[src/rtl/core/fdf_pkg.sv]
// shared types and constants of the length framed byte deframer
// no dependencies; used by the front, queue, back and top modules by scoped names
`timescale 1ns / 1ps

package fdf_pkg;

  // framing bytes and fixed byte positions within a frame
  localparam logic [7:0] HDR_BYTE  = 8'hEF;
  localparam logic [7:0] TAIL_BYTE = 8'hFF;
  localparam int unsigned LEN_POS  = 5;
  localparam int unsigned NODE_POS = 6;
  localparam int unsigned DEV_POS  = 7;
  localparam int unsigned PAY_POS  = 8;

  // payload byte count width, large enough for any frame length byte
  localparam int unsigned CNT_W = 8;

  // one job handed from the front to the back
  typedef struct packed {
    logic             drop;
    logic [7:0]       node;
    logic [7:0]       device;
    logic [CNT_W-1:0] count;
  } job_t;

  // back end sequencer states
  typedef enum logic {
    BK_IDLE,
    BK_STREAM
  } bk_state_e;

endpackage

[src/rtl/core/fdf_ram.sv]
// generic simple dual port ram, one write port and one registered read port
// no dependencies
`timescale 1ns / 1ps

module fdf_ram #(
  parameter int unsigned WIDTH = 8,
  parameter int unsigned DEPTH = 64
) (
  input  logic                     clk_i,
  input  logic                     we_i,
  input  logic [$clog2(DEPTH)-1:0] waddr_i,
  input  logic [WIDTH-1:0]         wdata_i,
  input  logic                     re_i,
  input  logic [$clog2(DEPTH)-1:0] raddr_i,
  output logic [WIDTH-1:0]         rdata_o
);

  logic [WIDTH-1:0] mem_q [DEPTH];
  logic [WIDTH-1:0] rdata_q;

  // write port
  always_ff @(posedge clk_i) begin
    if (we_i) begin
      mem_q[waddr_i] <= wdata_i;
    end
  end

  // registered read port
  always_ff @(posedge clk_i) begin
    if (re_i) begin
      rdata_q <= mem_q[raddr_i];
    end
  end

  assign rdata_o = rdata_q;

endmodule

[src/rtl/core/fdf_front.sv]
// front end: accepts received bytes, tracks the frame fill and header fields,
// writes the frame store and pushes frame and drop jobs; uses fdf_pkg
`timescale 1ns / 1ps

module fdf_front #(
  parameter int unsigned MAX_FRAME = 64
) (
  input  logic                         clk_i,
  input  logic                         rst_ni,
  input  logic                         in_valid_i,
  output logic                         in_ready_o,
  input  logic [7:0]                   in_byte_i,
  output logic                         we_o,
  output logic [$clog2(MAX_FRAME)-1:0] waddr_o,
  output logic [7:0]                   wdata_o,
  output logic                         push_o,
  output fdf_pkg::job_t                job_o,
  input  logic                         q_full_i,
  input  logic                         pay_done_i
);

  localparam int unsigned FW = $clog2(MAX_FRAME);

  logic [FW-1:0] fill_q, fill_d;
  logic [7:0]    last_q, last_d;
  logic [7:0]    len_q, len_d;
  logic [7:0]    node_q, node_d;
  logic [7:0]    dev_q, dev_d;
  logic          pend_q, pend_d;

  logic [8:0] fill9;
  logic       accept;
  logic       is_restart;
  logic       is_frame;
  logic       is_drop;
  logic       is_store;

  assign fill9 = 9'(fill_q);

  // byte classification
  assign is_restart = (in_byte_i == fdf_pkg::HDR_BYTE) && (fill_q != '0)
                      && (last_q == fdf_pkg::HDR_BYTE);
  assign is_frame   = !is_restart && (fill9 > 9'(fdf_pkg::LEN_POS))
                      && (in_byte_i == fdf_pkg::TAIL_BYTE)
                      && ((fill9 + 9'd1) == {1'b0, len_q});
  assign is_drop    = !is_restart && !is_frame && (fill9 >= 9'(MAX_FRAME - 1));
  assign is_store   = !is_restart && !is_frame && !is_drop;

  // hold off while the queue is full or the payload area is still being read
  assign in_ready_o = !q_full_i && !(pend_q && (fill9 >= 9'(fdf_pkg::PAY_POS)));
  assign accept     = in_valid_i && in_ready_o;

  // frame store write
  assign we_o    = accept && is_store;
  assign waddr_o = fill_q;
  assign wdata_o = in_byte_i;

  // job build
  always_comb begin
    job_o = '0;
    job_o.drop = is_drop;
    if (is_frame) begin
      job_o.node = node_q;
      job_o.device = dev_q;
      if (fill9 == 9'(fdf_pkg::NODE_POS)) begin
        job_o.node = fdf_pkg::TAIL_BYTE;
        job_o.device = 8'h00;
      end else if (fill9 == 9'(fdf_pkg::DEV_POS)) begin
        job_o.device = fdf_pkg::TAIL_BYTE;
      end
      if (fill9 > 9'(fdf_pkg::PAY_POS)) begin
        job_o.count = fdf_pkg::CNT_W'(fill9 - 9'(fdf_pkg::PAY_POS));
      end
    end
  end

  assign push_o = accept && (is_frame || is_drop);

  // next state of the fill tracking
  always_comb begin
    fill_d = fill_q;
    last_d = last_q;
    len_d  = len_q;
    node_d = node_q;
    dev_d  = dev_q;
    pend_d = pend_q;
    if (pay_done_i) begin
      pend_d = 1'b0;
    end
    if (accept) begin
      if (is_restart) begin
        fill_d = FW'(2);
        last_d = fdf_pkg::HDR_BYTE;
      end else if (is_frame || is_drop) begin
        fill_d = '0;
        if (is_frame && (job_o.count != '0)) begin
          pend_d = 1'b1;
        end
      end else begin
        fill_d = fill_q + FW'(1);
        last_d = in_byte_i;
        if (fill9 == 9'(fdf_pkg::LEN_POS)) begin
          len_d = in_byte_i;
        end
        if (fill9 == 9'(fdf_pkg::NODE_POS)) begin
          node_d = in_byte_i;
        end
        if (fill9 == 9'(fdf_pkg::DEV_POS)) begin
          dev_d = in_byte_i;
        end
      end
    end
  end

  // control registers
  always_ff @(posedge clk_i or negedge rst_ni) begin
    if (!rst_ni) begin
      fill_q <= '0;
      pend_q <= 1'b0;
    end else begin
      fill_q <= fill_d;
      pend_q <= pend_d;
    end
  end

  // header field registers
  always_ff @(posedge clk_i) begin
    last_q <= last_d;
    len_q  <= len_d;
    node_q <= node_d;
    dev_q  <= dev_d;
  end

endmodule

[src/rtl/core/fdf_queue.sv]
// two entry job queue between the front and the back end
// uses fdf_pkg for the job type
`timescale 1ns / 1ps

module fdf_queue (
  input  logic          clk_i,
  input  logic          rst_ni,
  input  logic          push_i,
  input  fdf_pkg::job_t job_i,
  output logic          full_o,
  input  logic          pop_i,
  output fdf_pkg::job_t job_o,
  output logic          empty_o
);

  fdf_pkg::job_t slot_q [2];
  logic          wp_q, wp_d;
  logic          rp_q, rp_d;
  logic [1:0]    cnt_q, cnt_d;

  assign full_o  = cnt_q == 2'd2;
  assign empty_o = cnt_q == 2'd0;
  assign job_o   = slot_q[rp_q];

  // pointer and count update
  always_comb begin
    wp_d  = wp_q;
    rp_d  = rp_q;
    cnt_d = cnt_q;
    if (push_i) begin
      wp_d = ~wp_q;
    end
    if (pop_i) begin
      rp_d = ~rp_q;
    end
    if (push_i && !pop_i) begin
      cnt_d = cnt_q + 2'd1;
    end else if (pop_i && !push_i) begin
      cnt_d = cnt_q - 2'd1;
    end
  end

  always_ff @(posedge clk_i or negedge rst_ni) begin
    if (!rst_ni) begin
      wp_q  <= 1'b0;
      rp_q  <= 1'b0;
      cnt_q <= 2'd0;
    end else begin
      wp_q  <= wp_d;
      rp_q  <= rp_d;
      cnt_q <= cnt_d;
    end
  end

  // entry storage
  always_ff @(posedge clk_i) begin
    if (push_i) begin
      slot_q[wp_q] <= job_i;
    end
  end

endmodule

[src/rtl/core/fdf_back.sv]
// back end: takes jobs, reads payload bytes from the frame store and drives
// the registered result stream; uses fdf_pkg
`timescale 1ns / 1ps

module fdf_back #(
  parameter int unsigned MAX_FRAME = 64
) (
  input  logic                         clk_i,
  input  logic                         rst_ni,
  input  logic                         q_empty_i,
  input  fdf_pkg::job_t                job_i,
  output logic                         pop_o,
  output logic                         re_o,
  output logic [$clog2(MAX_FRAME)-1:0] raddr_o,
  input  logic [7:0]                   rdata_i,
  output logic                         pay_done_o,
  output logic                         out_valid_o,
  input  logic                         out_ready_i,
  output logic [23:0]                  out_data_o,
  output logic [1:0]                   out_user_o,
  output logic                         out_last_o
);

  localparam int unsigned AW = $clog2(MAX_FRAME);
  localparam int unsigned CW = fdf_pkg::CNT_W;

  fdf_pkg::bk_state_e state_q, state_d;

  logic [CW-1:0] idx_q, idx_d;
  logic [CW-1:0] cnt_q, cnt_d;
  logic [7:0]    node_q, node_d;
  logic [7:0]    dev_q, dev_d;
  logic          valid_q, valid_d;
  logic [23:0]   data_q, data_d;
  logic [1:0]    user_q, user_d;
  logic          last_q, last_d;

  logic out_free;
  logic is_last;

  assign out_free = !valid_q || out_ready_i;
  assign is_last  = (idx_q + CW'(1)) == cnt_q;

  // next state
  always_comb begin
    state_d = state_q;
    case (state_q)
      fdf_pkg::BK_IDLE: begin
        if (!q_empty_i && out_free && !job_i.drop && (job_i.count != '0)) begin
          state_d = fdf_pkg::BK_STREAM;
        end
      end
      fdf_pkg::BK_STREAM: begin
        if (out_free && is_last) begin
          state_d = fdf_pkg::BK_IDLE;
        end
      end
      default: state_d = fdf_pkg::BK_IDLE;
    endcase
  end

  // outputs and datapath
  always_comb begin
    pop_o      = 1'b0;
    re_o       = 1'b0;
    raddr_o    = AW'(fdf_pkg::PAY_POS);
    pay_done_o = 1'b0;
    idx_d      = idx_q;
    cnt_d      = cnt_q;
    node_d     = node_q;
    dev_d      = dev_q;
    data_d     = data_q;
    user_d     = user_q;
    last_d     = last_q;
    valid_d    = valid_q && !out_ready_i;
    case (state_q)
      fdf_pkg::BK_IDLE: begin
        if (!q_empty_i && out_free) begin
          pop_o = 1'b1;
          if (job_i.drop) begin
            // overflow notice with all data fields zero
            valid_d = 1'b1;
            data_d  = '0;
            user_d  = 2'b01;
            last_d  = 1'b1;
          end else if (job_i.count == '0) begin
            // header-only frame, single result
            valid_d = 1'b1;
            data_d  = {8'h00, job_i.device, job_i.node};
            user_d  = 2'b00;
            last_d  = 1'b1;
          end else begin
            // fetch the first payload byte
            re_o   = 1'b1;
            idx_d  = '0;
            cnt_d  = job_i.count;
            node_d = job_i.node;
            dev_d  = job_i.device;
          end
        end
      end
      fdf_pkg::BK_STREAM: begin
        if (out_free) begin
          valid_d = 1'b1;
          data_d  = {rdata_i, dev_q, node_q};
          user_d  = 2'b10;
          last_d  = is_last;
          if (is_last) begin
            pay_done_o = 1'b1;
          end else begin
            // prefetch the next payload byte
            re_o    = 1'b1;
            raddr_o = AW'(9'(fdf_pkg::PAY_POS) + 9'(idx_q) + 9'd1);
            idx_d   = idx_q + CW'(1);
          end
        end
      end
      default: begin
        valid_d = 1'b0;
      end
    endcase
  end

  // control registers
  always_ff @(posedge clk_i or negedge rst_ni) begin
    if (!rst_ni) begin
      state_q <= fdf_pkg::BK_IDLE;
      valid_q <= 1'b0;
    end else begin
      state_q <= state_d;
      valid_q <= valid_d;
    end
  end

  // job and result registers
  always_ff @(posedge clk_i) begin
    idx_q  <= idx_d;
    cnt_q  <= cnt_d;
    node_q <= node_d;
    dev_q  <= dev_d;
    data_q <= data_d;
    user_q <= user_d;
    last_q <= last_d;
  end

  assign out_valid_o = valid_q;
  assign out_data_o  = data_q;
  assign out_user_o  = user_q;
  assign out_last_o  = last_q;

endmodule

[src/rtl/core/length_framed_byte_deframer.sv]
// Length framed byte deframer. Takes one received byte per transaction and
// rebuilds frames (two header bytes, spare, two address bytes, length, node,
// device, payload, tail 0xFF). A completed frame gives one result per payload
// byte (node and device repeated, tlast on the final one), or a single result
// without payload when the frame carries none; a frame that would outgrow
// MAX_FRAME bytes gives a single result flagged as dropped. Results of a frame
// come out at one per cycle while the sink is ready, after a fetch through
// the registered read port of the frame store. A two entry job queue lets
// bytes of the next frame arrive while results stream out; bytes wait while
// the queue is full, and once the fill reaches the payload positions they
// wait until the previous payload has been read.
// Depends on fdf_pkg, fdf_front, fdf_queue, fdf_back and fdf_ram.
`timescale 1ns / 1ps

module length_framed_byte_deframer #(
  parameter int unsigned MAX_FRAME = 64
) (
  input  logic        clk_i,
  input  logic        rst_ni,
  input  logic        s_axis_tvalid_i,
  output logic        s_axis_tready_o,
  input  logic [7:0]  s_axis_tdata_i,  // [7:0] rx_byte
  output logic        m_axis_tvalid_o,
  input  logic        m_axis_tready_i,
  output logic [23:0] m_axis_tdata_o,  // [7:0] node, [15:8] device, [23:16] payload_byte
  output logic [1:0]  m_axis_tuser_o,  // [0] status, [1] has_payload
  output logic        m_axis_tlast_o
);

  localparam int unsigned AW = $clog2(MAX_FRAME);

  logic          we;
  logic [AW-1:0] waddr;
  logic [7:0]    wdata;
  logic          re;
  logic [AW-1:0] raddr;
  logic [7:0]    rdata;
  logic          push;
  logic          pop;
  logic          q_full;
  logic          q_empty;
  logic          pay_done;
  fdf_pkg::job_t job_in;
  fdf_pkg::job_t job_out;

  // byte intake and classification
  fdf_front #(
    .MAX_FRAME(MAX_FRAME)
  ) u_front (
    .clk_i      (clk_i),
    .rst_ni     (rst_ni),
    .in_valid_i (s_axis_tvalid_i),
    .in_ready_o (s_axis_tready_o),
    .in_byte_i  (s_axis_tdata_i),
    .we_o       (we),
    .waddr_o    (waddr),
    .wdata_o    (wdata),
    .push_o     (push),
    .job_o      (job_in),
    .q_full_i   (q_full),
    .pay_done_i (pay_done)
  );

  // frame store
  fdf_ram #(
    .WIDTH(8),
    .DEPTH(MAX_FRAME)
  ) u_store (
    .clk_i   (clk_i),
    .we_i    (we),
    .waddr_i (waddr),
    .wdata_i (wdata),
    .re_i    (re),
    .raddr_i (raddr),
    .rdata_o (rdata)
  );

  // job queue
  fdf_queue u_queue (
    .clk_i   (clk_i),
    .rst_ni  (rst_ni),
    .push_i  (push),
    .job_i   (job_in),
    .full_o  (q_full),
    .pop_i   (pop),
    .job_o   (job_out),
    .empty_o (q_empty)
  );

  // result streaming
  fdf_back #(
    .MAX_FRAME(MAX_FRAME)
  ) u_back (
    .clk_i       (clk_i),
    .rst_ni      (rst_ni),
    .q_empty_i   (q_empty),
    .job_i       (job_out),
    .pop_o       (pop),
    .re_o        (re),
    .raddr_o     (raddr),
    .rdata_i     (rdata),
    .pay_done_o  (pay_done),
    .out_valid_o (m_axis_tvalid_o),
    .out_ready_i (m_axis_tready_i),
    .out_data_o  (m_axis_tdata_o),
    .out_user_o  (m_axis_tuser_o),
    .out_last_o  (m_axis_tlast_o)
  );

endmodule

[config.mk]
export PLATFORM = sky130hd
export DESIGN_NAME = length_framed_byte_deframer
export DESIGN_NICKNAME = d
export VERILOG_FILES = /design/src/rtl/core/fdf_pkg.sv /design/src/rtl/core/fdf_ram.sv /design/src/rtl/core/fdf_front.sv /design/src/rtl/core/fdf_queue.sv /design/src/rtl/core/fdf_back.sv /design/src/rtl/core/length_framed_byte_deframer.sv
export SDC_FILE = /design/constraint.sdc
export NUM_CORES = 1
export LEC_CHECK = 0
export BUFFER_PORTS_ARGS = -buffer_cell sky130_fd_sc_hd__buf_4
export CORE_ASPECT_RATIO = 0.9
export CORE_MARGIN = 2
export CORE_UTILIZATION = 45
export DETAILED_ROUTE_END_ITERATION = 10
export PLACE_DENSITY = 0.67
export SLEW_MARGIN = 15
export SYNTH_ARGS = -nofsm -noshare
export SYNTH_HDL_FRONTEND = slang
export SYNTH_SLANG_ARGS = --single-unit
export TNS_END_PERCENT = 5
[constraint.sdc]
create_clock -name clk_i -period 8.59 [get_ports clk_i]
set_clock_uncertainty 0.15 [all_clocks]
set_input_delay 1.718 -clock clk_i [delete_from_list [all_inputs] [get_ports clk_i]]
set_output_delay 1.718 -clock clk_i [all_outputs]
set_load 0.02 [all_outputs]
==> results of run 1 <==
## routing by layer
layer / track usage / routed length (µm) / vias up
li1: - / - / 7480
met1: 0.330 / 29400 / 8712
met2: 0.356 / 33400 / 1225
met3: 0.0720 / 9690 / 245
met4: 0.106 / 3690 / 6
met5: 0 / 33 / -
## flip-flops by register name (all words and copies together) (netlist names), 6 cells and up
signal	flops
u_store.rdata_o	8
u_back.cnt_q	7
u_queue.slot_q	48
u_store.mem_q	512
u_back.node_q	8
u_back.out_data_o	24
u_front.waddr_o	6
u_front.len_q	8
u_front.node_q	8
u_front.dev_q	8
u_back.idx_q	8
u_back.dev_q	8
u_front.last_q	8
## cell usage in the layout, fill, tap and decap left out, drive strengths merged, types with 7 or more instances in the layout
master | Yosys | routed
a211o | 7 | 7
a211oi | 12 | 12
a21oi | 98 | 98
a221oi | 10 | 10
a22oi | 7 | 7
a31oi | 34 | 34
and2 | 13 | 13
and3 | 12 | 12
buf | 69 | 81
bufinv | 0 | 7
clkbuf | 57 | 84
clkinv | 0 | 26
dfrtp | 13 | 13
edfxtp | 658 | 658
ha | 10 | 10
inv | 12 | 16
mux2 | 25 | 25
mux2i | 40 | 40
nand2 | 273 | 273
nand2b | 23 | 23
nand3 | 83 | 83
nand4 | 13 | 13
nor2 | 155 | 155
nor3 | 28 | 28
nor4 | 10 | 10
o211ai | 12 | 12
o21a | 12 | 12
o21ai | 89 | 89
o221ai | 31 | 31
o22ai | 29 | 29
o31ai | 8 | 8
or2 | 7 | 7
or3 | 9 | 9
xnor2 | 13 | 13
xor2 | 12 | 12
## worst register-to-register path, stage by stage (launching register included)
cell                       delay [ns]
sky130_fd_sc_hd__edfxtp_1        0.51
sky130_fd_sc_hd__ha_1            0.40
sky130_fd_sc_hd__a21bo_1         0.24
sky130_fd_sc_hd__a211o_1         0.32
sky130_fd_sc_hd__a211oi_2        0.22
sky130_fd_sc_hd__nand4_1         0.14
sky130_fd_sc_hd__buf_4           0.26
sky130_fd_sc_hd__nand2_2         0.74
sky130_fd_sc_hd__buf_4           0.49
sky130_fd_sc_hd__nor2_1          0.30
sky130_fd_sc_hd__o221ai_1        0.23
sky130_fd_sc_hd__o211ai_1        0.14
sky130_fd_sc_hd__nor4_1          0.85
sky130_fd_sc_hd__o32ai_1         0.21
## per-stage QoR
step | utilization | hold slack [ns] | setup slack [ns] | cell area, µm²
finish | 0.510 | 0.347 | 3.11 | 30600
global route | 0.510 | 0.374 | 3.10 | 30600
CTS | 0.510 | 0.357 | 3.35 | 30600
detailed placement | 0.473 | 0.344 | 2.70 | 28300
global placement | 0.473 | 0.322 | 2.81 | 28300
floorplan | - | 0.306 | 4.04 | 27300
## worst min path at each step
stage,from,endpoint
detailed placement,u_queue.cnt_q[1],u_queue.cnt_q[1]
global placement,u_queue.cnt_q[1],u_queue.cnt_q[1]
floorplan,u_queue.cnt_q[1],u_queue.cnt_q[1]
CTS,u_queue.cnt_q[1],u_queue.cnt_q[1]
finish,u_queue.cnt_q[1],u_queue.cnt_q[1]
global route,u_queue.cnt_q[1],u_queue.cnt_q[1]
## final cells by class
| class | instances | area (µm²) | share of cell area |
|---|---|---|---|
| flip-flops and latches | 671 | 20100 | 0.657 |
| multi-input cells | 1144 | 6630 | 0.217 |
| clock buffers | 84 | 1850 | 0.0604 |
| well taps | 783 | 980 | 0.0320 |
| repair buffers | 81 | 608 | 0.0199 |
| clock inverters | 39 | 393 | 0.0128 |
| inverters | 12 | 45.0 | 0.00147 |
| diodes | 1 | 2.50 | 0.0000818 |
## power by group
group	switching [mW]	leakage (nW)	internal (mW)
clock network	1.24	1.09	1.75
registers	0.155	6.04	3.82
logic	2.27	2.91	0.926
## cells by family (layout without fill, tap and decap cells)
family	Yosys count	count (layout)
AO/OA/AOI/OAI	402	402
XOR/XNOR	27	27
adder cells (fa/ha/maj)	10	10
buffers and inverters	138	216
flip-flops	671	671
multiplexers	65	65
other	0	1
AND/OR/NAND/NOR	640	640
==> results.txt, run 1 <==
For the max-cap violation count, the log shows 0. Along the worst path, the maximum fanout reaches 36. Type of the setup path with the least slack: reg -> reg. The core footprint came out at 60000 µm².

At the worst endpoint, the arrival time is 5.65 ns. The first global-routing pass estimated 111 mm of wire. Broken down by cell family, the worst path's largest delay share belongs to simple AND/OR/NAND/NOR gates. The share of the clock period used by the worst path is 0.638.

The tools report the endpoint of the worst register-to-register path as u_store.rdata_o[7]. The first TritonRoute pass finished after 6 iterations. CTS built an H-tree with a depth of 3. For the worst slew slack as a fraction of its limit, the log shows 0.206. The setup violation total in the final timing report was 0.

The part of the Yosys area used for sequential elements is 0.735, and the worst-margin pin slew is 1.18 ns. Most numerous cell on the critical path: sky130_fd_sc_hd__buf_4. The share of synthesized area spent on multiplexers was 0.0249. The run gives 0 as the post-CTS setup repair buffer count.

The tools report the endpoint class of the critical path as a register. The number of placed instances with taps included is 2691, and the synthesized-area fraction occupied by adder cells is 0.00458. Across all register-to-register paths, the minimum setup slack is 3.11 ns. The run gives 0.000149 V as the largest vdd supply drop.

The synthesized-area fraction occupied by and/or/nand/nor cells was 0.106; the total leakage power was 10.0 nW. The combined global-route utilization of all metal layers came out at 0.240. The root buffer cell chosen for the clock tree is sky130_fd_sc_hd__clkbuf_16.

For the count of mapped cells out of synthesis, the log shows 1953. The vertical die dimension came out at 238 µm. The run gives 1975 as the number of nets in the synthesized netlist. For the initial core utilization, the log shows 0.456. The hold path depth came out at 1. The share of final-layout standard cells stronger than drive strength 1 was 0.121. For the number of unique standard cell types used by synthesis, the log shows 83. The critical path ends at u_store.rdata_o[7]. Fraction of synthesized cell area in xor and xnor cells: 0.00993. The run finished with clean final reports. For this block, the initial DRC count from the detailed router was 2697.

The count of cells in the finished layout, fillers not included, comes to 2815. The area added between synthesis and finish works out to 11.9%. Counting the fill cells in the layout gives 4980.

TritonCTS created 69 clock buffers. The min-delay analysis places its worst path in the category reg -> reg. For the number of DRC violations after detailed routing, the log shows 0. STA classifies the critical path startpoint as a register. After detailed routing, the average wire length per cell comes to 27.1 µm. Port buffering added 40 buffers.

The final number of max-transition violations is 0. For the routability-driven placement congestion ratio, the log shows 1.01. The share of async-settable or async-resettable flops after synthesis was 0.0194; the residual antenna-violating net count after detailed routing was 0.

In this run the worst setup path begins at u_back.idx_q[0]. The proportion of netlist area held by the largest area contributor was 0.723; the maximum root-to-sink buffer count was 3. The wire-length estimate of the detail-placed layout is 47.3 mm.

The overall routed net length was 76.2 mm; the number of top-level design ports was 41. The required arrival time at the worst endpoint is 8.76 ns. In this run the critical register-to-register path is launched from u_back.idx_q[0]. The synthesized area per cell was 14.0 µm². The via count of the first global-routing pass is 16828, and the number of enable-type register cells in the synthesized netlist is 658.

The power density over the cells is 332 nW/µm². In this run the number of cells on the critical path is 13. The cell type contributing the most total cell area after synthesis was sky130_fd_sc_hd__edfxtp_1. The floorplan step defined a die boundary enclosing 62700 µm². The clock edge transition at the registers on the reported setup and hold paths came out at 0.06 ns.

In the post-synthesis netlist, the biggest area contributors are sky130_fd_sc_hd__edfxtp_1 72%, sky130_fd_sc_hd__nand2_1 3.7%, sky130_fd_sc_hd__nor2_1 2.1%. The Yosys step of the flow raised 0 warnings. Global routing finished with a remaining overflow of 0. Among all flip-flop cells after synthesis, the most frequent one is sky130_fd_sc_hd__edfxtp_1. For this design, the slowest cell found on the critical path is sky130_fd_sc_hd__nor4_1. TritonCTS built the clock tree. For the number of hold-slack violations in the final timing report, the log shows 0.

After synthesis, the largest family of logic cells by area is simple AND/OR/NAND/NOR gates. In the routed layout, each cell is associated on average with a via count of 6.28. The summed instance area of the synthesized netlist is 27300 µm². The register bit count reported by yosys was 671; the clock latency on the worst-skew pair was 0.61 ns. Width of the die: 264 µm.

Adding up every negative setup slack in the final design gives 0 ns. Pin count of the biggest net entering global routing: 70. Walking the worst path, the cells encountered are ha_1 > a21bo_1 > a211o_1 > a211oi_2 > nand4_1 > buf_4 > nand2_2 > buf_4 > nor2_1 > o221ai_1 > o211ai_1 > nor4_1 > o32ai_1. The length in cells of the worst reg-to-reg path works out to 13. The run gives 4 as the number of antenna violations at the first check in global routing. Setup repair after global routing left no endpoint under its margin. The routed design could run at a clock period as short as 5.48 ns. The run gives 671 as the clock sink count. On the worst path, the slowest cell contributes a delay of 0.85 ns. Yosys instantiated no cell more often than sky130_fd_sc_hd__edfxtp_1. The count of standard-cell rows is 85, and the buffer and inverter count on the worst path is 2. The fraction of the mapped netlist area in compound gates came out at 0.0959.

Hold repair after CTS inserted 0 buffers. The post-layout net count was 2001; the vias after detailed routing was 17668. By count the netlist is led by 658 x sky130_fd_sc_hd__edfxtp_1, 271 x sky130_fd_sc_hd__nand2_1, 151 x sky130_fd_sc_hd__nor2_1, 98 x sky130_fd_sc_hd__a21oi_1, 84 x sky130_fd_sc_hd__o21ai_0. For the maximum clock frequency, the log shows 182 MHz. The logs give 10.2 mW for the total power consumption of the routed design and 0 for the number of gates given a new drive strength after cts.
Power figures use the tool's default switching activity.
==> inputs of run 2 (changes only) <==
Clock period 8.59 ns to 5.05 ns, I/O delays scaled along.
==> run 2 against run 1 <==
Die area is the same. Clock power grew 62%. Combinational power is 80% higher. Fmax rose by 13%. Critical path type unchanged. Critical endpoint is now u_store.rdata_o[0]. Largest cell class unchanged.
==> results.txt, run 2 (synthesis gave the netlist of run 1 again) <==
For this design the ratio of total power to cell area is 556 nW/µm². The largest register by flop count was u_store.mem_q. Traced cell by cell, the critical path runs through ha_1 > xnor3_1 > nand3_1 > a21oi_1 > and4_1 > nor3_4 > buf_4 > a21oi_1 > a211oi_1 > a31oi_1 > o31ai_1. The share of the clock period used by the worst path is 0.957.

For this design the top-level I/O count stands at 41. The count of nets left with antenna violations once routing finished came out at 0. The logs give 0 for the global-route congestion overflow total and 0.251 for the combined global-route utilization of all metal layers. Counting along the longest clock path gives a buffer depth of 3.

For flop-to-flop paths, the worst setup slack is 0.21 ns. The end of the critical path was u_store.rdata_o[0]. The total leakage power is 10.4 nW, and the pin count of the biggest net entering global routing is 94. After floorplanning, the core was sized to cover 60000 µm². The tightest hold path in the finished design has a slack of 0.0774 ns. The clock sink count is 671. The share of final-layout standard cells stronger than drive strength 1 was 0.154; the number of antenna cells inserted was 0.

For the clock latency on the worst-skew pair, the log shows 0.63 ns. Summed over all layers, the routed wires come to 78.2 mm. In this design, the critical path's most frequently occurring cell is sky130_fd_sc_hd__a21oi_1. Detailed routing inserted a total of 17797 vias. Counting cells, the worst reg-to-reg path comes to 11.

The critical path launch point type was a register. Endpoint class of the critical path: a register. At the end of routability-driven placement, the weighted congestion stood at 0.984. Hold repair after CTS inserted 0 buffers. Setup repair after global routing left no endpoint under its margin. At the worst endpoint, the arrival time is 5.02 ns.

Endpoint of the worst register-to-register path: u_store.rdata_o[0]. Post-CTS repair changed the size of 0 cells. The number of hold-slack violations in the final timing report is 0. The vertical die dimension works out to 238 µm. Average detailed-routed wire length per instance: 27.0 µm.

Across the run, the number of max-cap violations was 0. The setup slack of the critical path after layout was 0.215 ns. Of all nets on the critical path, the largest fanout is 17. Width of the die: 264 µm. Once detailed placement completed, the half-perimeter wirelength came to 49.1 mm.

Setup violations remaining at the end of the flow were counted as 0. Timing would allow up to 207 MHz. The worst hold path belongs to the class in -> async. The most critical setup path has its startpoint at u_back.idx_q[0]. The largest vdd supply drop came out at 0.000331 V. The floorplan step defined a die boundary enclosing 62700 µm². The run gives 5.23 ns as the required arrival time at the worst endpoint. Counting I/O delays and the setup requirement, the final critical path takes 4.84 ns. The tools report the clock root buffer as sky130_fd_sc_hd__clkbuf_16. The worst slew slack as a fraction of its limit was 0.267; the H-tree depth was 3.

The run gives 0 as the number of DRC violations after detailed routing. The worst register-to-register path begins at u_back.idx_q[0]. The critical path's largest stage delay is 0.68 ns, and the number of buffers inserted during clock tree synthesis is 70. In the routed layout, each cell is associated on average with a via count of 6.15. The number of iterations in the first detailed-routing pass is 8, and the number of port buffers is 40. The final number of max-transition violations is 0. The flow ran to the end, and the final reports show no timing, DRC or antenna violations.

TritonCTS built the clock tree. The library cell used most frequently in the layout, excluding fill and tap cells, is sky130_fd_sc_hd__edfxtp_1. The type of the setup path with the least slack was reg -> reg. The first global-routing pass estimated 115 mm of wire. Via count of the first global-routing pass: 17311. From synthesis to final layout, the design area changed by 13.9%.

After clock tree synthesis, the clock-pin slew on the worst setup and hold paths is 0.06 ns. The slowest stage of the critical path belongs to the cell sky130_fd_sc_hd__nor3_4. The initial core utilization is 0.456. The flip-flop count of the largest register after layout came out at 512. Once the clock tree was built, the setup fixing pass inserted 0 buffers. The logs give 0.408 ns for the worst slack at placement and 2080 for the post-layout net count.

In the layout the commonest cells are 658 x sky130_fd_sc_hd__edfxtp_1, 269 x sky130_fd_sc_hd__nand2_1, 153 x sky130_fd_sc_hd__buf_4. For the pin with the worst max-slew slack, the measured transition is 1.10 ns. Summed over all failing endpoints, the final setup total negative slack is 0 ns. Row generation in the floorplan step produced 85 rows. In this run, the number of DRC markers left after iteration 0 of detailed routing was 2594. The number of antenna violations at the first check in global routing is 3.
[run 2: cell count changes in the layout (fill, tap and decap cells not counted), moves of 3 or more]
| cell | delta |
|---|---|
| sky130_fd_sc_hd__buf_12 | +6 |
| sky130_fd_sc_hd__clkinv_8 | +3 |
| sky130_fd_sc_hd__clkinvlp_4 | +4 |
| sky130_fd_sc_hd__buf_4 | +72 |
| sky130_fd_sc_hd__inv_6 | -3 |
| sky130_fd_sc_hd__clkinv_2 | +3 |
| sky130_fd_sc_hd__bufinv_16 | -6 |
[run 2: cell type report]
class	instances	area [µm²]
well taps	783	980
repair buffers	159	1270
multi-input cells	1144	6630
inverters	12	45.0
flip-flops and latches	671	20100
fillers	4931	28900
clock inverters	41	295
clock buffers	83	1830
[run 2: layer usage]
layer  vias to the layer above  routed length [µm]  global-route usage
met3                       232                9450              0.0712
met1                      8707               31100               0.346
li1                       7630                   -                   -
met2                      1228               34200               0.375
met4                         0                3430               0.104
met5                         -                   0                   0
[run 2: per-stage QoR]
step / util / total power, mW / cells / cell area, µm²
2_1_floorplan: - / 10.0 / 1953 / 27300
3_3_place_gp: 0.484 / 12.3 / 2769 / 29000
3_5_place_dp: 0.484 / 12.4 / 2769 / 29000
4_1_cts: 0.519 / 17.1 / 2893 / 31100
5_1_grt: 0.519 / 17.8 / 2893 / 31100
6_report: 0.519 / 17.3 / 2893 / 31100
[run 2: how the worst min path moves through the flow]
stage,startpoint,to,slack [ns],cells after the start
global route,rst_ni,u_queue.rp_q,0.07,1
global placement,u_queue.cnt_q[1],u_queue.cnt_q[1],0.33,1
CTS,rst_ni,u_queue.rp_q,0.07,1
floorplan,u_queue.cnt_q[1],u_queue.cnt_q[1],0.31,1
finish,rst_ni,u_queue.rp_q,0.08,1
detailed placement,u_queue.cnt_q[1],u_queue.cnt_q[1],0.35,1
[run 2: power by group]
group	total [mW]	internal, mW	leakage (nW)	switching (mW)
Sequential	6.71	6.50	6.04	0.209
Clock	4.83	2.67	1.03	2.16
Combinational	5.77	1.76	3.34	4.01
Total	17.3	10.9	10.4	6.38
[run 2: worst max-delay path: cells and delay by family, from the launching register on]
kind | cells | cell delay [ns]
XOR/XNOR | 1 | 0.45
AND/OR/NAND/NOR | 3 | 1.40
adder cells (fa/ha/maj) | 1 | 0.38
flip-flops | 1 | 0.50
buffers and inverters | 1 | 0.33
AO/OA/AOI/OAI | 5 | 1.30
